--- src/rtl/h2fd_pkg.sv ---
package h2fd_pkg;

  localparam int HeaderBytes  = 9;
  localparam int PrefaceBytes = 24;

  localparam logic [2:0] ROLE_PREFACE = 3'd0;
  localparam logic [2:0] ROLE_HEADER  = 3'd1;
  localparam logic [2:0] ROLE_PADLEN  = 3'd2;
  localparam logic [2:0] ROLE_PAYLOAD = 3'd3;
  localparam logic [2:0] ROLE_PADDING = 3'd4;
  localparam logic [2:0] ROLE_IGNORED = 3'd5;

  localparam logic [2:0] ERR_NONE       = 3'd0;
  localparam logic [2:0] ERR_PREFACE    = 3'd1;
  localparam logic [2:0] ERR_MISS_CONT  = 3'd2;
  localparam logic [2:0] ERR_UNEXP_CONT = 3'd3;
  localparam logic [2:0] ERR_TOO_LONG   = 3'd4;
  localparam logic [2:0] ERR_PAD_EMPTY  = 3'd5;
  localparam logic [2:0] ERR_PAD_LONG   = 3'd6;

  localparam logic [7:0] T_DATA    = 8'd0;
  localparam logic [7:0] T_HEADERS = 8'd1;
  localparam logic [7:0] T_PUSH    = 8'd5;
  localparam logic [7:0] T_CONT    = 8'd9;
  localparam int F_END_HEADERS = 2;
  localparam int F_PADDED      = 3;

  localparam logic [0:0] CFG_EXPECT_PREFACE = 1'b0;
  localparam logic [0:0] CFG_MAX_NONDATA    = 1'b1;

  typedef struct packed {
    logic [2:0]  role;
    logic        frame_end;
    logic        flush_point;
    logic [7:0]  frame_kind;
    logic [30:0] stream_number;
    logic [23:0] payload_length;
    logic        flag_warning;
    logic [2:0]  error_code;
  } h2fd_result_t;

  localparam int ResultBits = $bits(h2fd_result_t);

  function automatic logic [7:0] preface_char(input logic [4:0] idx);
    logic [7:0] c;
    case (idx)
      5'd0: c = 8'h50;   5'd1: c = 8'h52;   5'd2: c = 8'h49;   5'd3: c = 8'h20;
      5'd4: c = 8'h2A;   5'd5: c = 8'h20;   5'd6: c = 8'h48;   5'd7: c = 8'h54;
      5'd8: c = 8'h54;   5'd9: c = 8'h50;   5'd10: c = 8'h2F;  5'd11: c = 8'h32;
      5'd12: c = 8'h2E;  5'd13: c = 8'h30;  5'd14: c = 8'h0D;  5'd15: c = 8'h0A;
      5'd16: c = 8'h0D;  5'd17: c = 8'h0A;  5'd18: c = 8'h53;  5'd19: c = 8'h4D;
      5'd20: c = 8'h0D;  5'd21: c = 8'h0A;  5'd22: c = 8'h0D;  5'd23: c = 8'h0A;
      default: c = 8'h00;
    endcase
    return c;
  endfunction

endpackage

--- src/rtl/http2_frame_delineator.sv ---
// HTTP/2 frame delineator: one byte in, one result item out per byte.
// A result item is formed combinationally and written into the result queue when its byte is accepted.
// Throughput: one byte per cycle, sustained while the result side takes items;
// a two-entry result queue absorbs stalls so intake stops only when it is full.
// Reset (rst, synchronous): clears parser state and the queue; registers
// return to expect_preface = 1 and max_nondata_octets = 63780.
module http2_frame_delineator (
  input  logic        clk,
  input  logic        rst,
  input  logic        cfg_we,
  input  logic [0:0]  cfg_index,
  input  logic [24:0] cfg_wdata,
  input  logic        s_tvalid,
  output logic        s_tready,
  input  logic [7:0]  s_tdata,   // [7:0] data_byte
  output logic        m_tvalid,
  input  logic        m_tready,
  // [2:0] byte_role, [3] frame_end, [4] flush_point, [12:5] frame_kind,
  // [43:13] stream_number, [67:44] payload_length, [68] flag_warning,
  // [71:69] error_code
  output logic [71:0] m_tdata
);
  import h2fd_pkg::*;

  logic         expect_preface;
  logic [24:0]  max_nondata;
  logic         step;
  h2fd_result_t res, q_out;

  // configuration registers: to be written only while idle; the block itself does not enforce this
  always_ff @(posedge clk) begin
    if (rst) begin
      expect_preface <= 1'b1;
      max_nondata    <= 25'd63780;
    end else if (cfg_we) begin
      unique case (cfg_index)
        CFG_EXPECT_PREFACE: expect_preface <= cfg_wdata[0];
        CFG_MAX_NONDATA:    max_nondata    <= cfg_wdata;
        default: ;
      endcase
    end
  end

  // front: classify each byte as it is accepted
  assign step = s_tvalid && s_tready;

  h2fd_parser u_parser (
    .clk, .rst,
    .cfg_expect_preface(expect_preface),
    .cfg_max_nondata(max_nondata),
    .step, .data_byte(s_tdata),
    .result(res)
  );

  // back: queue result items towards the master side
  h2fd_out_queue u_queue (
    .clk, .rst,
    .in_valid(s_tvalid), .in_ready(s_tready), .in_data(res),
    .out_valid(m_tvalid), .out_ready(m_tready), .out_data(q_out)
  );

  assign m_tdata = {q_out.error_code, q_out.flag_warning, q_out.payload_length,
                    q_out.stream_number, q_out.frame_kind, q_out.flush_point,
                    q_out.frame_end, q_out.role};
endmodule

--- src/rtl/h2fd_parser.sv ---
module h2fd_parser (
  input  logic                  clk,
  input  logic                  rst,
  input  logic                  cfg_expect_preface,
  input  logic [24:0]           cfg_max_nondata,
  input  logic                  step,
  input  logic [7:0]            data_byte,
  output h2fd_pkg::h2fd_result_t result
);
  import h2fd_pkg::*;

  typedef enum logic [2:0] {
    PH_START, PH_PREFACE, PH_HEADER, PH_PADLEN, PH_BODY
  } phase_t;

  phase_t      phase, phase_next;
  logic [4:0]  preface_count, preface_count_next;
  logic [3:0]  header_count, header_count_next;
  logic [7:0]  hdr [0:7];
  logic [23:0] octets_left, octets_left_next;
  logic [7:0]  padding_left, padding_left_next;
  logic [7:0]  lead_type, lead_type_next;
  logic [30:0] lead_stream, lead_stream_next;
  logic [25:0] block_length, block_length_next;
  logic        cont_wanted, cont_wanted_next;
  logic        aborted, aborted_next;
  logic [2:0]  err, err_next;
  logic [23:0] frame_len, frame_len_next;
  h2fd_result_t res;

  phase_t      ph;
  logic [23:0] len;
  logic [7:0]  typ, flg;
  logic [30:0] sid;
  logic [24:0] len9;
  logic [25:0] blk_sum;
  logic [23:0] ol_dec;
  logic        is_hdrs;

  always_comb begin
    ph = phase;
    if (ph == PH_START) ph = cfg_expect_preface ? PH_PREFACE : PH_HEADER;
    phase_next = ph;
    preface_count_next = preface_count;
    header_count_next = header_count;
    octets_left_next = octets_left;
    padding_left_next = padding_left;
    lead_type_next = lead_type;
    lead_stream_next = lead_stream;
    block_length_next = block_length;
    cont_wanted_next = cont_wanted;
    aborted_next = aborted;
    err_next = err;
    frame_len_next = frame_len;
    res = '0;
    res.role = ROLE_IGNORED;
    len = {hdr[0], hdr[1], hdr[2]};
    typ = hdr[3];
    flg = hdr[4];
    sid = {hdr[5][6:0], hdr[6], hdr[7], data_byte};
    len9 = {1'b0, len} + 25'd9;
    blk_sum = block_length + {1'b0, len9};
    ol_dec = (octets_left != '0) ? octets_left - 24'd1 : octets_left;
    is_hdrs = (typ == T_HEADERS) || (typ == T_PUSH);

    if (!aborted) begin
      unique case (ph)
        PH_PREFACE: begin
          res.role = ROLE_PREFACE;
          if (preface_count >= 5'(PrefaceBytes) || data_byte != preface_char(preface_count))
          begin
            aborted_next = 1'b1; err_next = ERR_PREFACE;
          end else begin
            preface_count_next = preface_count + 5'd1;
            if (preface_count == 5'(PrefaceBytes - 1)) begin
              res.flush_point = 1'b1;
              phase_next = PH_HEADER;
            end
          end
        end
        PH_HEADER: begin
          res.role = ROLE_HEADER;
          header_count_next = header_count + 4'd1;
          if (header_count == 4'(HeaderBytes - 1)) begin
            frame_len_next = len;
            if (cont_wanted && (typ != T_CONT || sid != lead_stream)) begin
              aborted_next = 1'b1; err_next = ERR_MISS_CONT;
            end else if (typ == T_CONT && !cont_wanted) begin
              aborted_next = 1'b1; err_next = ERR_UNEXP_CONT;
            end else begin
              if (typ != T_CONT) begin
                lead_type_next = typ;
                lead_stream_next = sid;
              end
              if (is_hdrs && !flg[F_END_HEADERS]) block_length_next = {1'b0, len9};
              if (typ == T_CONT) begin
                res.flag_warning = (flg & ~8'h04) != 8'h00;
                block_length_next = blk_sum;
              end
              if ((typ == T_CONT && blk_sum > {1'b0, cfg_max_nondata}) ||
                  (typ != T_DATA && len9 > cfg_max_nondata)) begin
                aborted_next = 1'b1; err_next = ERR_TOO_LONG;
              end else begin
                octets_left_next = len;
                padding_left_next = '0;
                if (flg[F_PADDED] && (typ == T_DATA || is_hdrs)) begin
                  if (len == '0) begin
                    aborted_next = 1'b1; err_next = ERR_PAD_EMPTY;
                  end else phase_next = PH_PADLEN;
                end else if (len == '0) begin
                  res.frame_end = 1'b1;
                  cont_wanted_next = (is_hdrs || typ == T_CONT) && !flg[F_END_HEADERS];
                  res.flush_point = !cont_wanted_next;
                  header_count_next = '0;
                end else phase_next = PH_BODY;
              end
            end
          end
        end
        PH_PADLEN: begin
          res.role = ROLE_PADLEN;
          octets_left_next = ol_dec;
          if (frame_len == '0 || {16'd0, data_byte} > frame_len - 24'd1) begin
            aborted_next = 1'b1; err_next = ERR_PAD_LONG;
          end else begin
            padding_left_next = data_byte;
            if (ol_dec == '0) begin
              res.frame_end = 1'b1;
              cont_wanted_next = (hdr[3] == T_HEADERS || hdr[3] == T_PUSH ||
                                  hdr[3] == T_CONT) && !hdr[4][F_END_HEADERS];
              res.flush_point = !cont_wanted_next;
              header_count_next = '0; octets_left_next = '0; padding_left_next = '0;
              phase_next = PH_HEADER;
            end else phase_next = PH_BODY;
          end
        end
        PH_BODY: begin
          res.role = (octets_left <= {16'd0, padding_left}) ? ROLE_PADDING : ROLE_PAYLOAD;
          octets_left_next = ol_dec;
          if (ol_dec == '0) begin
            res.frame_end = 1'b1;
            cont_wanted_next = (hdr[3] == T_HEADERS || hdr[3] == T_PUSH ||
                                hdr[3] == T_CONT) && !hdr[4][F_END_HEADERS];
            res.flush_point = !cont_wanted_next;
            header_count_next = '0; padding_left_next = '0;
            phase_next = PH_HEADER;
          end
        end
        default: ;
      endcase
      if (aborted_next) begin
        res.frame_end = 1'b0;
        res.flush_point = 1'b0;
      end
    end
    res.frame_kind = lead_type_next;
    res.stream_number = lead_stream_next;
    res.payload_length = frame_len_next;
    res.error_code = err_next;
  end

  assign result = res;

  always_ff @(posedge clk) begin
    if (rst) begin
      phase <= PH_START;
      preface_count <= '0; header_count <= '0;
      octets_left <= '0; padding_left <= '0;
      lead_type <= '0; lead_stream <= '0; block_length <= '0;
      cont_wanted <= 1'b0; aborted <= 1'b0; err <= ERR_NONE; frame_len <= '0;
    end else if (step) begin
      phase <= phase_next;
      preface_count <= preface_count_next; header_count <= header_count_next;
      octets_left <= octets_left_next; padding_left <= padding_left_next;
      lead_type <= lead_type_next; lead_stream <= lead_stream_next;
      block_length <= block_length_next; cont_wanted <= cont_wanted_next;
      aborted <= aborted_next; err <= err_next; frame_len <= frame_len_next;
    end
  end

  // hold header bytes by position; the last one is used straight from the input
  always_ff @(posedge clk) begin
    if (step && !aborted && ph == PH_HEADER && header_count < 4'(HeaderBytes - 1))
      hdr[header_count[2:0]] <= data_byte;
  end

  assert property (@(posedge clk) disable iff (rst)
    aborted |=> aborted) else $error("abort not sticky");
  assert property (@(posedge clk) disable iff (rst)
    (step && aborted) |-> (res.role == ROLE_IGNORED && !res.frame_end))
    else $error("byte after abort not ignored");
  assert property (@(posedge clk) disable iff (rst)
    res.flush_point |-> (res.frame_end || res.role == ROLE_PREFACE))
    else $error("flush without unit end");
endmodule

--- src/rtl/h2fd_out_queue.sv ---
module h2fd_out_queue (
  input  logic                   clk,
  input  logic                   rst,
  input  logic                   in_valid,
  output logic                   in_ready,
  input  h2fd_pkg::h2fd_result_t in_data,
  output logic                   out_valid,
  input  logic                   out_ready,
  output h2fd_pkg::h2fd_result_t out_data
);
  import h2fd_pkg::*;

  h2fd_result_t mem [0:1];
  logic [1:0] count;
  logic       wr_ptr, rd_ptr;
  logic       push, pop;

  assign in_ready  = count != 2'd2;
  assign out_valid = count != 2'd0;
  assign out_data  = mem[rd_ptr];
  assign push = in_valid && in_ready;
  assign pop  = out_valid && out_ready;

  always_ff @(posedge clk) begin
    if (push) mem[wr_ptr] <= in_data;
  end

  always_ff @(posedge clk) begin
    if (rst) begin
      count <= '0; wr_ptr <= 1'b0; rd_ptr <= 1'b0;
    end else begin
      if (push) wr_ptr <= ~wr_ptr;
      if (pop) rd_ptr <= ~rd_ptr;
      count <= count + {1'b0, push} - {1'b0, pop};
    end
  end

  assert property (@(posedge clk) disable iff (rst)
    count <= 2'd2) else $error("queue overflow");
  assert property (@(posedge clk) disable iff (rst)
    (push && !pop) |=> count == $past(count) + 2'd1) else $error("count slip");
  assert property (@(posedge clk) disable iff (rst)
    (pop && !push) |=> count == $past(count) - 2'd1) else $error("count slip");
endmodule
--- config.mk ---
export PLATFORM = sky130hd
export DESIGN_NAME = http2_frame_delineator
export DESIGN_NICKNAME = d
export VERILOG_FILES = /design/src/rtl/h2fd_pkg.sv /design/src/rtl/http2_frame_delineator.sv /design/src/rtl/h2fd_parser.sv /design/src/rtl/h2fd_out_queue.sv
export SDC_FILE = /design/constraint.sdc
export NUM_CORES = 1
export LEC_CHECK = 0
export ABC_CLOCK_PERIOD_IN_PS = 13600
export BUFFER_PORTS_ARGS = -buffer_cell sky130_fd_sc_hd__clkbuf_2
export CAP_MARGIN = 10
export CORE_UTILIZATION = 60
export DETAILED_ROUTE_END_ITERATION = 8
export PLACE_DENSITY_LB_ADDON = 0.2
export SETUP_SLACK_MARGIN = 0.1
export SLEW_MARGIN = 20
export SYNTH_ARGS = -nofsm -noshare
export SYNTH_HDL_FRONTEND = slang
export SYNTH_SLANG_ARGS = --single-unit
--- constraint.sdc ---
create_clock -name clk -period 13.6 [get_ports clk]
set_clock_uncertainty 0.2 [all_clocks]
set_input_delay 0.68 -clock clk [delete_from_list [all_inputs] [get_ports clk]]
set_output_delay 0.68 -clock clk [all_outputs]
set_load 0.005 [all_outputs]
==> summary.md, run 1 <==
| Metric | Value |
|---|---|
| FF-to-FF path depth | 22 |
| Outcome | complete, no violations |
| Post-route ant nets | 0 |
| Detailed-route via count | 16,500 |
| Worst Path Max Fanout | 10 |
| Worst hold endpoint | max_nondata[17] |
| Cell count after placement | 2,542 |
| Reg-to-reg endpoint | u_parser.padding_left[0] |
| Htree depth | 2 |
| Detailed Route Iter0 Violations | 1,552 |
| Post-synth EDFFs | 207 |
| Residual DRC count | 0 |
| Main synth FF type | edfxtp_1 |
| Hold Path Origin | cfg_wdata[17] |
| Crit path time final | 7560 ps |
| CTS Root Cell | clkbuf_16 |
| Req. time, crit path | 13,900 ps |
| Largest net degree at the start of global routing | 88 |
| Ant diodes | 0 |
| Crit path cell chain | ha_1, a21oi_1, nor3b_1, nand2_1, xnor2_1, ha_1, nand3_1, a2111oi_0, o21ai_0, or2_2, a21oi_1, xor2_1, ha_1, nand4_1, nor4_2, nand4_1, o21a_1, a32oi_1, nand3_2, o31ai_2, and3_1, mux2i_1 |
| Most frequent cells in the layout | nand2_1, edfxtp_1, nor2_1 |
| Flop2flop setup slack | 6040 ps |
| Core area | 0.0337 sq mm |
| Total gr overflow | 0 |
| Seq pwr share | 40.6% |
| Avg Synthesized Cell Area | 10.0 sq um |
| GRT Overall Usage | 32.3% |
| Final worst slack | 6040 ps |
| Die Wd | 188 um |
| Syn nets | 2,214 |
| Slowest cell on crit path | a2111oi_0 |
| DP Wirelength | 39,800 um |
| Synth-to-Final Area Change | 11.0% |
| Met3 Use GR | 4.51% |
| Post-cts sizing count | 0 |
| Fin nets | 2,288 |
| LEAKAGE | 8.78 nW |
| Clk pwr share | 32.4% |
| Final core utilization | 68.1% |
| Slew @ Worst Pin | 1050 ps |
| Layout fillers | 2,626 |
| Yosys warns | 0 |
| Die area | 0.0352 sq mm |
| Setup bufs post-CTS | 0 |
| Die Height | 188 um |
| Antenna violations before repair | 0 |
| Io pins | 113 |
| Clock buffer depth | 3 |
| Hold path depth | 3 |
| First-pass DRT Iterations | 6 |
| Post-synthesis sequential area ratio | 47.1% |
| Hold Path Class | in -> reg |
| Vias in the first global route | 15,700 |
| Clock slew at reported path FFs | 60 ps |
| DR WL/cell | 21.9 um |
| Sw frac | 31.2% |
| Max-cap check violation count | 0 |
| Critical Path Start Type | register |
| Hold Vio Cnt, Final | 0 |
| WS Path Type | reg -> reg |
| Layout cells sized above 1 | 16.5% |
| Hold WS | 155 ps |
| Met1 global-route usage | 45.0% |
| Final period util | 55.6% |
| Int Pwr | 2.46 mW |
| Relative slew slack | 30.1% |
| Starting Density | 61.4% |
| Max VDD drop | 121 uV |
| Synthesized cell area | 0.0207 sq mm |
| CP most frequent cell | ha_1 |
| First-pass GRT wire length | 88,300 um |
| Inserted Clock Buffers | 40 |
| Met2 GRT Util | 50.7% |
| Reg-to-Reg Start | u_parser.hdr[2][0] |
| Top Usage Layer GRT | met2 |
| Most common cell after layout, fill and taps aside | nand2_1 |
| FMAX | 0.132 GHz |
| Setup TNS | 0 ps |
| Row cnt | 67 |
| Highest cell delay on the worst timing path | 820 ps |
| CTS tree | done |
| Switch Pwr | 1.11 mW |
| Final non-filler cell total | 2,615 |
| Pwr per Cell Area | 155 mW/mm^2 |
| Comb power frac | 27.0% |
| Skew-Pair Late Insertion Delay | 580 ps |
| Yosys cell types | 95 |
| Post-Syn Instances | 2,062 |
| Setup crit end kind | register |
| Gp weighted congestion | 0.968 |
| Routed WL | 57,200 um |
| RSZ-0062 raised after global routing | false |
| # setup viols final | 0 |
| CTS sink cnt | 383 |
| IO Port Bufs | 112 |
| Synth Register Bits | 383 |
| Slew Limit Fails | 0 |
| Pre-CTS WS | 6370 ps |
| Hold-fix buffers, CTS | 0 |
| Routed vias/inst | 6.32 |
| CP arrival | 7860 ps |
| Async S/R FF share, synth | 0% |
-- registers in the layout, summed over array words and instances, names as in the netlist, 5 cells and up, named ones only --
name                    count
u_queue.mem               144
u_parser.hdr               63
u_parser.lead_stream       31
u_parser.block_length      26
max_nondata                25
u_parser.frame_len         24
u_parser.octets_left       24
u_parser.lead_type          8
u_parser.padding_left       8
u_parser.preface_count      5
-- layer usage --
metal	wire length, um	share of wire [%]	vias to the layer above
li1	-	-	7747
met1	24900	44	7938
met2	25500	45	717
met3	4510	7.9	125
met4	2250	3.9	0
met5	0	0	-
-- logic make-up after synthesis --
kind of cell / synth area share (%)
buffers and inverters: 3.43
xor gates and xnor gates: 4.36
and+or+nand+nor: 16.7
AOI/OAI and AO/OA: 14.4
muxes: 7.16
DFF: 47.1
adders and majority gates: 6.87
-- power by group through the flow --
stage	Combinational (mW)	Sequential [mW]	Clock, mW
floorplan	0.696	1.43	0
global placement	0.943	1.46	0
detailed placement	0.951	1.47	0
CTS	0.958	1.45	1.17
global route	1.05	1.46	1.21
finish	0.962	1.45	1.16
-- layout make-up --
cell class	count	area [sq um]	area share (%)
clock buffers	54	1100	4.78
clock inverters	19	300	1.31
flip-flops and latches	383	9740	42.5
repair buffers	129	691	3.01
inverters	81	304	1.32
well taps	448	561	2.44
multi-input cells	1501	10300	44.7
-- cell usage after synthesis, drive strengths merged, types with 10 or more instances --
| master | n | share of area [%] |
|---|---|---|
| or2 | 11 | 0.33 |
| a2bb2oi | 10 | 0.42 |
| or3 | 15 | 0.45 |
| o211ai | 26 | 0.94 |
| nand3 | 38 | 0.94 |
| clkbuf | 72 | 1.3 |
| o21a | 14 | 0.51 |
| edfxtp | 207 | 30 |
| nand2 | 234 | 4.3 |
| dfxtp | 176 | 17 |
| a311oi | 20 | 0.85 |
| inv | 79 | 1.4 |
| xnor2 | 47 | 2.0 |
| and3 | 25 | 0.76 |
| a21oi | 147 | 3.6 |
| nor2b | 11 | 0.33 |
| xor2 | 56 | 2.4 |
| and2 | 17 | 0.51 |
| ha | 112 | 6.8 |
| buf | 25 | 0.65 |
| nor4 | 33 | 1.1 |
| mux2 | 125 | 6.8 |
| nor3 | 73 | 1.9 |
| nand4 | 31 | 1.0 |
| o21ai | 63 | 1.5 |
| nor2 | 185 | 3.4 |
| nand2b | 13 | 0.39 |
| a211oi | 32 | 1.2 |
-- metrics by stage --
step / power [mW] / area [sq um]
floorplan: 2.13 / 20700
global placement: 2.41 / 21500
detailed placement: 2.42 / 21500
CTS: 3.58 / 22900
global route: 3.72 / 23000
finish: 3.57 / 23000
-- critical path, delay by kind of cell (launching register included) --
kind	cells	cell delay, ps
XOR/XNOR	2	530
adder cells (fa/ha/maj)	3	860
flip-flops	1	480
multiplexers	1	230
AND/OR/NAND/NOR	9	2480
AO/OA/AOI/OAI	7	2700
-- worst max-delay path by stage --
stage	slack, ps	end	startpoint	cells after the start
floorplan	7650	u_parser.padding_left[0]	u_parser.hdr[2][0]	25
CTS	6300	u_parser.padding_left[0]	u_parser.hdr[2][0]	22
detailed placement	6370	u_parser.padding_left[0]	u_parser.hdr[2][0]	22
global route	5700	u_parser.padding_left[0]	u_parser.hdr[2][0]	22
global placement	6480	u_parser.padding_left[0]	u_parser.hdr[2][0]	26
finish	6040	u_parser.padding_left[0]	u_parser.hdr[2][0]	22
(Power assumes the default switching activity.)
==> inputs of run 2 (changes only) <==
Settings changed: ABC_CLOCK_PERIOD_IN_PS 13600 to 7160.
Clock period 13.6 ns to 7.16 ns, I/O delays scaled along.
==> run 2 against run 1 <==
Effect of this change: routed wire length increased by 1.7%; sequential power increased by 89%; first-iteration DRC count increased by 16%; global-route usage increased by 0.23 points; critical endpoint is now u_parser.padding_left[3]; highest routed layer is now met5.
==> summary.md, run 2 (synthesis results as in run 1) <==
| Metric | Value |
|---|---|
| Outcome | complete, no violations (unchanged) |
| Hold path depth | 4 (was 3) |
| Top reg by flops | u_queue.mem (unchanged) |
| First-pass GRT wire length | 89,400 um (was 88,300 um) |
| Detailed Route Iter0 Violations | 1,808 (was 1,552) |
| Setup crit end kind | register (unchanged) |
| Sw frac | 31.0% (was 31.2%) |
| WS Path Type | reg -> reg (unchanged) |
| Switch Pwr | 2.10 mW (was 1.11 mW) |
| Row cnt | 67 (unchanged) |
| Setup TNS | 0 ps (unchanged) |
| Relative slew slack | 30.4% (was 30.1%) |
| Residual DRC count | 0 (unchanged) |
| DR WL/cell | 21.9 um (about the same) |
| Largest net degree at the start of global routing | 86 (was 88) |
| CTS tree | done (unchanged) |
| Die area | 0.0352 sq mm (unchanged) |
| Skew-Pair Late Insertion Delay | 540 ps (was 580 ps) |
| GRT Overall Usage | 32.5% (was 32.3%) |
| Int Pwr | 4.69 mW (was 2.46 mW) |
| Comb power frac | 27.2% (was 27.0%) |
| Total gr overflow | 0 (unchanged) |
| Seq pwr share | 40.4% (was 40.6%) |
| CTS Root Cell | clkbuf_16 (unchanged) |
| Most frequent cells in the layout | nand2_1, edfxtp_1, nor2_1 (unchanged) |
| Clk pwr share | 32.4% (about the same) |
| Hold Path Class | in -> reg (unchanged) |
| RSZ-0062 raised after global routing | false (unchanged) |
| CP most frequent cell | buf_4 (was ha_1) |
| Max-cap check violation count | 0 (unchanged) |
| Hold Vio Cnt, Final | 0 (unchanged) |
| Most common cell after layout, fill and taps aside | nand2_1 (unchanged) |
| Crit path time final | 6740 ps (was 7560 ps) |
| Slew Limit Fails | 0 (unchanged) |
| Clock slew at reported path FFs | 60 ps (about the same) |
| Starting Density | 61.4% (unchanged) |
| Clock buffer depth | 3 (unchanged) |
| CP arrival | 6950 ps (was 7860 ps) |
| Crit path cell chain | buf_4, and3_1, o2111a_1, and3_1, xor2_1, ha_1, nand3_1, a2111oi_0, buf_4, o21ai_0, or2_2, a21oi_1, xor2_1, ha_1, nand4_1, nor4_2, nand4_1, o21a_1, a32oi_2, nand3_2, o31ai_2, buf_4, a311oi_1, a41o_1 (was ha_1, a21oi_1, nor3b_1, nand2_1, xnor2_1, ha_1, nand3_1, a2111oi_0, o21ai_0, or2_2, a21oi_1, xor2_1, ha_1, nand4_1, nor4_2, nand4_1, o21a_1, a32oi_1, nand3_2, o31ai_2, and3_1, mux2i_1) |
| Worst Path Max Fanout | 8 (was 10) |
| Hold WS | 61.7 ps (was 155 ps) |
| Vias in the first global route | 15,800 (was 15,700) |
| Core area | 0.0337 sq mm (unchanged) |
| Pwr per Cell Area | 291 mW/mm^2 (was 155 mW/mm^2) |
| Req. time, crit path | 7370 ps (was 13,900 ps) |
| Die Height | 188 um (unchanged) |
| Setup bufs post-CTS | 0 (unchanged) |
| Max VDD drop | 319 uV (was 121 uV) |
| Critical Path Start Type | register (unchanged) |
| FMAX | 0.148 GHz (was 0.132 GHz) |
| Fin nets | 2,325 (was 2,288) |
| Synth-to-Final Area Change | 12.8% (was 11.0%) |
| Sequential cell area | 0.00974 sq mm (unchanged) |
| CTS sink cnt | 383 (unchanged) |
| Area of the multi-input gates | 0.0103 sq mm (about the same) |
| Highest cell delay on the worst timing path | 590 ps (was 820 ps) |
| # setup viols final | 0 (unchanged) |
| First-pass DRT Iterations | 5 (was 6) |
| Detailed-route via count | 17,000 (was 16,500) |
| Slew @ Worst Pin | 1040 ps (was 1050 ps) |
| Final period util | 94.1% (was 55.6%) |
| Ant diodes | 0 (unchanged) |
| Inserted Clock Buffers | 40 (unchanged) |
| DP Wirelength | 39,700 um (was 39,800 um) |
| Post-route ant nets | 0 (unchanged) |
| Routed WL | 58,200 um (was 57,200 um) |
| IO Port Bufs | 112 (unchanged) |
| Antenna violations before repair | 1 (was 0) |
| FF-to-FF path depth | 24 (was 22) |
| LEAKAGE | 8.97 nW (was 8.78 nW) |
| Max reg flops | 144 (unchanged) |
| Slowest cell on crit path | a2111oi_0 (unchanged) |
| Gp weighted congestion | 0.988 (was 0.968) |
| Routed vias/inst | 6.39 (was 6.32) |
| Flop2flop setup slack | 420 ps (was 6040 ps) |
| Layout cells sized above 1 | 17.1% (was 16.5%) |
| Htree depth | 2 (unchanged) |
| Die Wd | 188 um (unchanged) |
| Io pins | 113 (unchanged) |
| Layout fillers | 2,602 (was 2,626) |
[run 2: cell types whose count changed in the layout (fill, tap and decap cells not counted), moves of 2 or more]
cell | previous run | this run
dlygate4sd3_1 | 0 | 25
inv_6 | 0 | 3
clkbuf_1 | 9 | 2
o41ai_2 | 1 | 3
buf_4 | 18 | 30
clkinv_1 | 4 | 8
o41ai_1 | 4 | 2
clkinv_4 | 1 | 3
[run 2: power groups by stage]
stage | Clock [mW] | Combinational [mW] | Sequential [mW]
finish | 2.20 | 1.85 | 2.74
CTS | 2.22 | 1.83 | 2.74
global route | 2.30 | 2.02 | 2.77
floorplan | 0 | 1.32 | 2.71
global placement | 0 | 1.78 | 2.77
detailed placement | 0 | 1.81 | 2.78
[run 2: metrics by stage]
step	power [mW]	util (%)	setup slack (ps)	cell area, sq um	instances
after floorplan	4.04	-	1210	20700	2062
after global placement	4.55	64.2	554	21600	2554
after detailed placement	4.59	64.2	304	21600	2554
after CTS	6.79	69.1	264	23300	2653
after global routing	7.08	69.2	69.1	23300	2653
final	6.79	69.2	422	23300	2653
[run 2: area by class of cell]
cell class	count	share of cell area (%)
clock buffers	48	4.73
clock inverters	26	1.28
inverters	81	1.30
multi-input cells	1501	44.1
flip-flops and latches	383	41.8
well taps	448	2.40
repair buffers	166	4.42
[run 2: per-layer routing]
layer  wire [um]  global-route usage [%]  vias to the layer above
met2       25700                    49.5                      844
met4        2550                    13.9                        2
li1            -                       -                     7827
met3        4770                    4.51                      138
met5          13                       0                        -
met1       25100                    46.4                     8154
[run 2: path summary, 6_finish.rpt]
kind | start | to
setup / recovery | u_parser.hdr[2][0] | u_parser.padding_left[3]
hold / removal | m_tready | u_queue.rd_ptr
setup reg to reg | u_parser.hdr[2][0] | u_parser.padding_left[3]
hold reg to reg | u_parser.block_length[9] | u_parser.block_length[9]
[run 2: worst max-delay path, delay by kind of cell, from the launching register on]
kind	cells	cell delay, ps
AOI/OAI and AO/OA	9	2520
xor gates and xnor gates	2	290
adders and majority gates	2	720
buffers and inverters	3	630
DFF	1	390
and+or+nand+nor	8	1890
[run 2: repair_timing]
item / in CTS / in global routing
endpoints found under the hold margin: 26 / 0
setup endpoints to repair: 0 / 54
resized for setup: 0 / 7
hold buffers: 25 / 0
==> inputs of run 3 (changes only) <==
Settings changed: ABC_CLOCK_PERIOD_IN_PS 7160 to 8600.
Clock period 7.16 ns to 8.6 ns, I/O delays scaled along.
==> run 3 against run 2 <==
Effect of this change: worst setup slack gained 640 ps; sequential power shrank 16%; critical path type unchanged; highest routed layer is now met4; maximum frequency shrank 11%; sequential share of layout area grew 0.36 points; critical path depth grew 2; worst hold slack gained 44 ps; largest cell class unchanged; clock-buffer cell count grew 14; global-route usage grew 0.42 points; utilization shrank 0.59 points; non-clock buffer count shrank 12; sequential cell count is the same; register-to-register slack gained 640 ps.
==> summary.md, run 3 (synthesis results as in run 1) <==
| Metric | Value |
|---|---|
| Critical Path Start Type | register (unchanged) |
| Starting Density | 61.4% (unchanged) |
| Routed vias/inst | 6.34 (was 6.39) |
| Vias in the first global route | 16,100 (was 15,800) |
| Die Wd | 188 um (unchanged) |
| Hold WS | 105 ps (was 61.7 ps) |
| Die Height | 188 um (unchanged) |
| IO Port Bufs | 112 (unchanged) |
| Clock slew at reported path FFs | 60 ps (about the same) |
| Gp weighted congestion | 0.983 (was 0.988) |
| GRT Overall Usage | 32.9% (was 32.5%) |
| Ant diodes | 0 (unchanged) |
| Slew Limit Fails | 0 (unchanged) |
| # setup viols final | 0 (unchanged) |
| Die area | 0.0352 sq mm (unchanged) |
| First-pass GRT wire length | 90,600 um (was 89,400 um) |
| Most common cell after layout, fill and taps aside | nand2_1 (unchanged) |
| Final non-filler cell total | 2,643 (was 2,653) |
| Top reg by flops | u_queue.mem (unchanged) |
| Synth-to-Final Area Change | 11.8% (was 12.8%) |
| CP most frequent cell | ha_1 (was buf_4) |
| Post-route ant nets | 0 (unchanged) |
| Req. time, crit path | 8890 ps (was 7370 ps) |
| Clock buffer depth | 3 (unchanged) |
| Crit path time final | 7530 ps (was 6740 ps) |
| Residual DRC count | 0 (unchanged) |
| LEAKAGE | 8.85 nW (was 8.97 nW) |
| Final core utilization | 68.6% (was 69.2%) |
| Setup bufs post-CTS | 0 (unchanged) |
| Slew @ Worst Pin | 1050 ps (was 1040 ps) |
| Cell count after placement | 2,542 (was 2,554) |
| Outcome | complete, no violations (unchanged) |
| Highest cell delay on the worst timing path | 720 ps (was 590 ps) |
| Pwr per Cell Area | 241 mW/mm^2 (was 291 mW/mm^2) |
| FMAX | 0.133 GHz (was 0.148 GHz) |
| Largest net degree at the start of global routing | 89 (was 86) |
| Slowest cell on crit path | o31ai_2 (was a2111oi_0) |
| CTS sink cnt | 383 (unchanged) |
| DP Wirelength | 40,300 um (was 39,700 um) |
| Antenna violations before repair | 0 (was 1) |
| Detailed Route Iter0 Violations | 1,597 (was 1,808) |
| Setup TNS | 0 ps (unchanged) |
| Relative slew slack | 30.0% (was 30.4%) |
| Total gr overflow | 0 (unchanged) |
| CP arrival | 7820 ps (was 6950 ps) |
| CTS Root Cell | clkbuf_16 (unchanged) |
| Max VDD drop | 208 uV (was 319 uV) |
| First-pass DRT Iterations | 5 (unchanged) |
| Hold Path Class | in -> reg (unchanged) |
| Hold Vio Cnt, Final | 0 (unchanged) |
| WS Path Type | reg -> reg (unchanged) |
| Most frequent cells in the layout | nand2_1, edfxtp_1, nor2_1 (unchanged) |
| Setup crit end kind | register (unchanged) |
| Inserted Clock Buffers | 41 (was 40) |
| RSZ-0062 raised after global routing | false (unchanged) |
| Row cnt | 67 (unchanged) |
| Detailed-route via count | 16,800 (was 17,000) |
| Routed WL | 58,200 um (about the same) |
| Core area | 0.0337 sq mm (unchanged) |
| DR WL/cell | 22.0 um (was 21.9 um) |
| Hold-fix buffers, CTS | 25 (unchanged) |
| Layout cells sized above 1 | 16.0% (was 17.1%) |
| Fin nets | 2,314 (was 2,325) |
| CTS tree | done (unchanged) |
| Io pins | 113 (unchanged) |
| Htree depth | 2 (unchanged) |
| Max reg flops | 144 (unchanged) |
| Worst Path Max Fanout | 10 (was 8) |
| Post-cts sizing count | 0 (unchanged) |
| Max-cap check violation count | 0 (unchanged) |
| Skew-Pair Late Insertion Delay | 570 ps (was 540 ps) |
| Final period util | 87.6% (was 94.1%) |
==> run 3: changes by cell type in the layout (fill, tap and decap cells not counted), moves of 3 or more <==
cell       change
buf_4         -12
bufinv_16      -4
clkbuf_1      +14
clkinv_4       -3
inv_6          -3
==> run 3: power breakdown <==
group          switching [mW]  internal (mW)  total, mW  leakage [nW]
Combinational           0.893          0.654       1.55          4.82
Sequential              0.140           2.15       2.29          3.38
Clock                   0.732           1.01       1.74         0.641
Total                    1.77           3.82       5.58          8.85
==> run 3: worst paths after layout <==
kind | slack, ps | cells after the start | endpoint | start
setup reg to reg | 1070 | 26 | u_parser.padding_left[3] | u_parser.hdr[2][0]
setup / recovery | 1070 | 26 | u_parser.padding_left[3] | u_parser.hdr[2][0]
hold reg to reg | 260 | 2 | u_parser.lead_type[3] | u_parser.lead_type[3]
hold / removal | 110 | 4 | u_queue.rd_ptr | m_tready
==> run 3: area by class of cell <==
cell class,instances,area [sq um]
fillers,2619,10600
well taps,448,561
repair buffers,154,941
flip-flops and latches,383,9740
inverters,81,304
clock buffers,62,1180
clock inverters,14,144
multi-input cells,1501,10300
==> run 3: critical path: cells and delay by family (launching register included) <==
family	cells	cell delay (ps)
simple gates	11	2410
compound gates	10	2990
fa+ha+maj	3	860
flops	1	490
xor+xnor	2	530
==> run 3: per-stage QoR <==
step	cell area (sq um)	worst slack (ps)	power [mW]
2_1_floorplan	20700	2650	3.36
4_1_cts	23100	1210	5.58
3_5_place_dp	21500	1300	3.84
3_3_place_gp	21500	1490	3.81
6_report	23100	1070	5.58
5_1_grt	23100	610	5.81
==> run 3: per-layer routing <==
| layer | vias to the layer above | global-route usage (%) | routed length (um) |
|---|---|---|---|
| li1 | 7814 | - | - |
| met1 | 8071 | 45.7 | 25300 |
| met2 | 739 | 51.8 | 26000 |
| met3 | 131 | 4.72 | 4520 |
| met4 | 0 | 13.6 | 2380 |
| met5 | - | 0 | 0 |
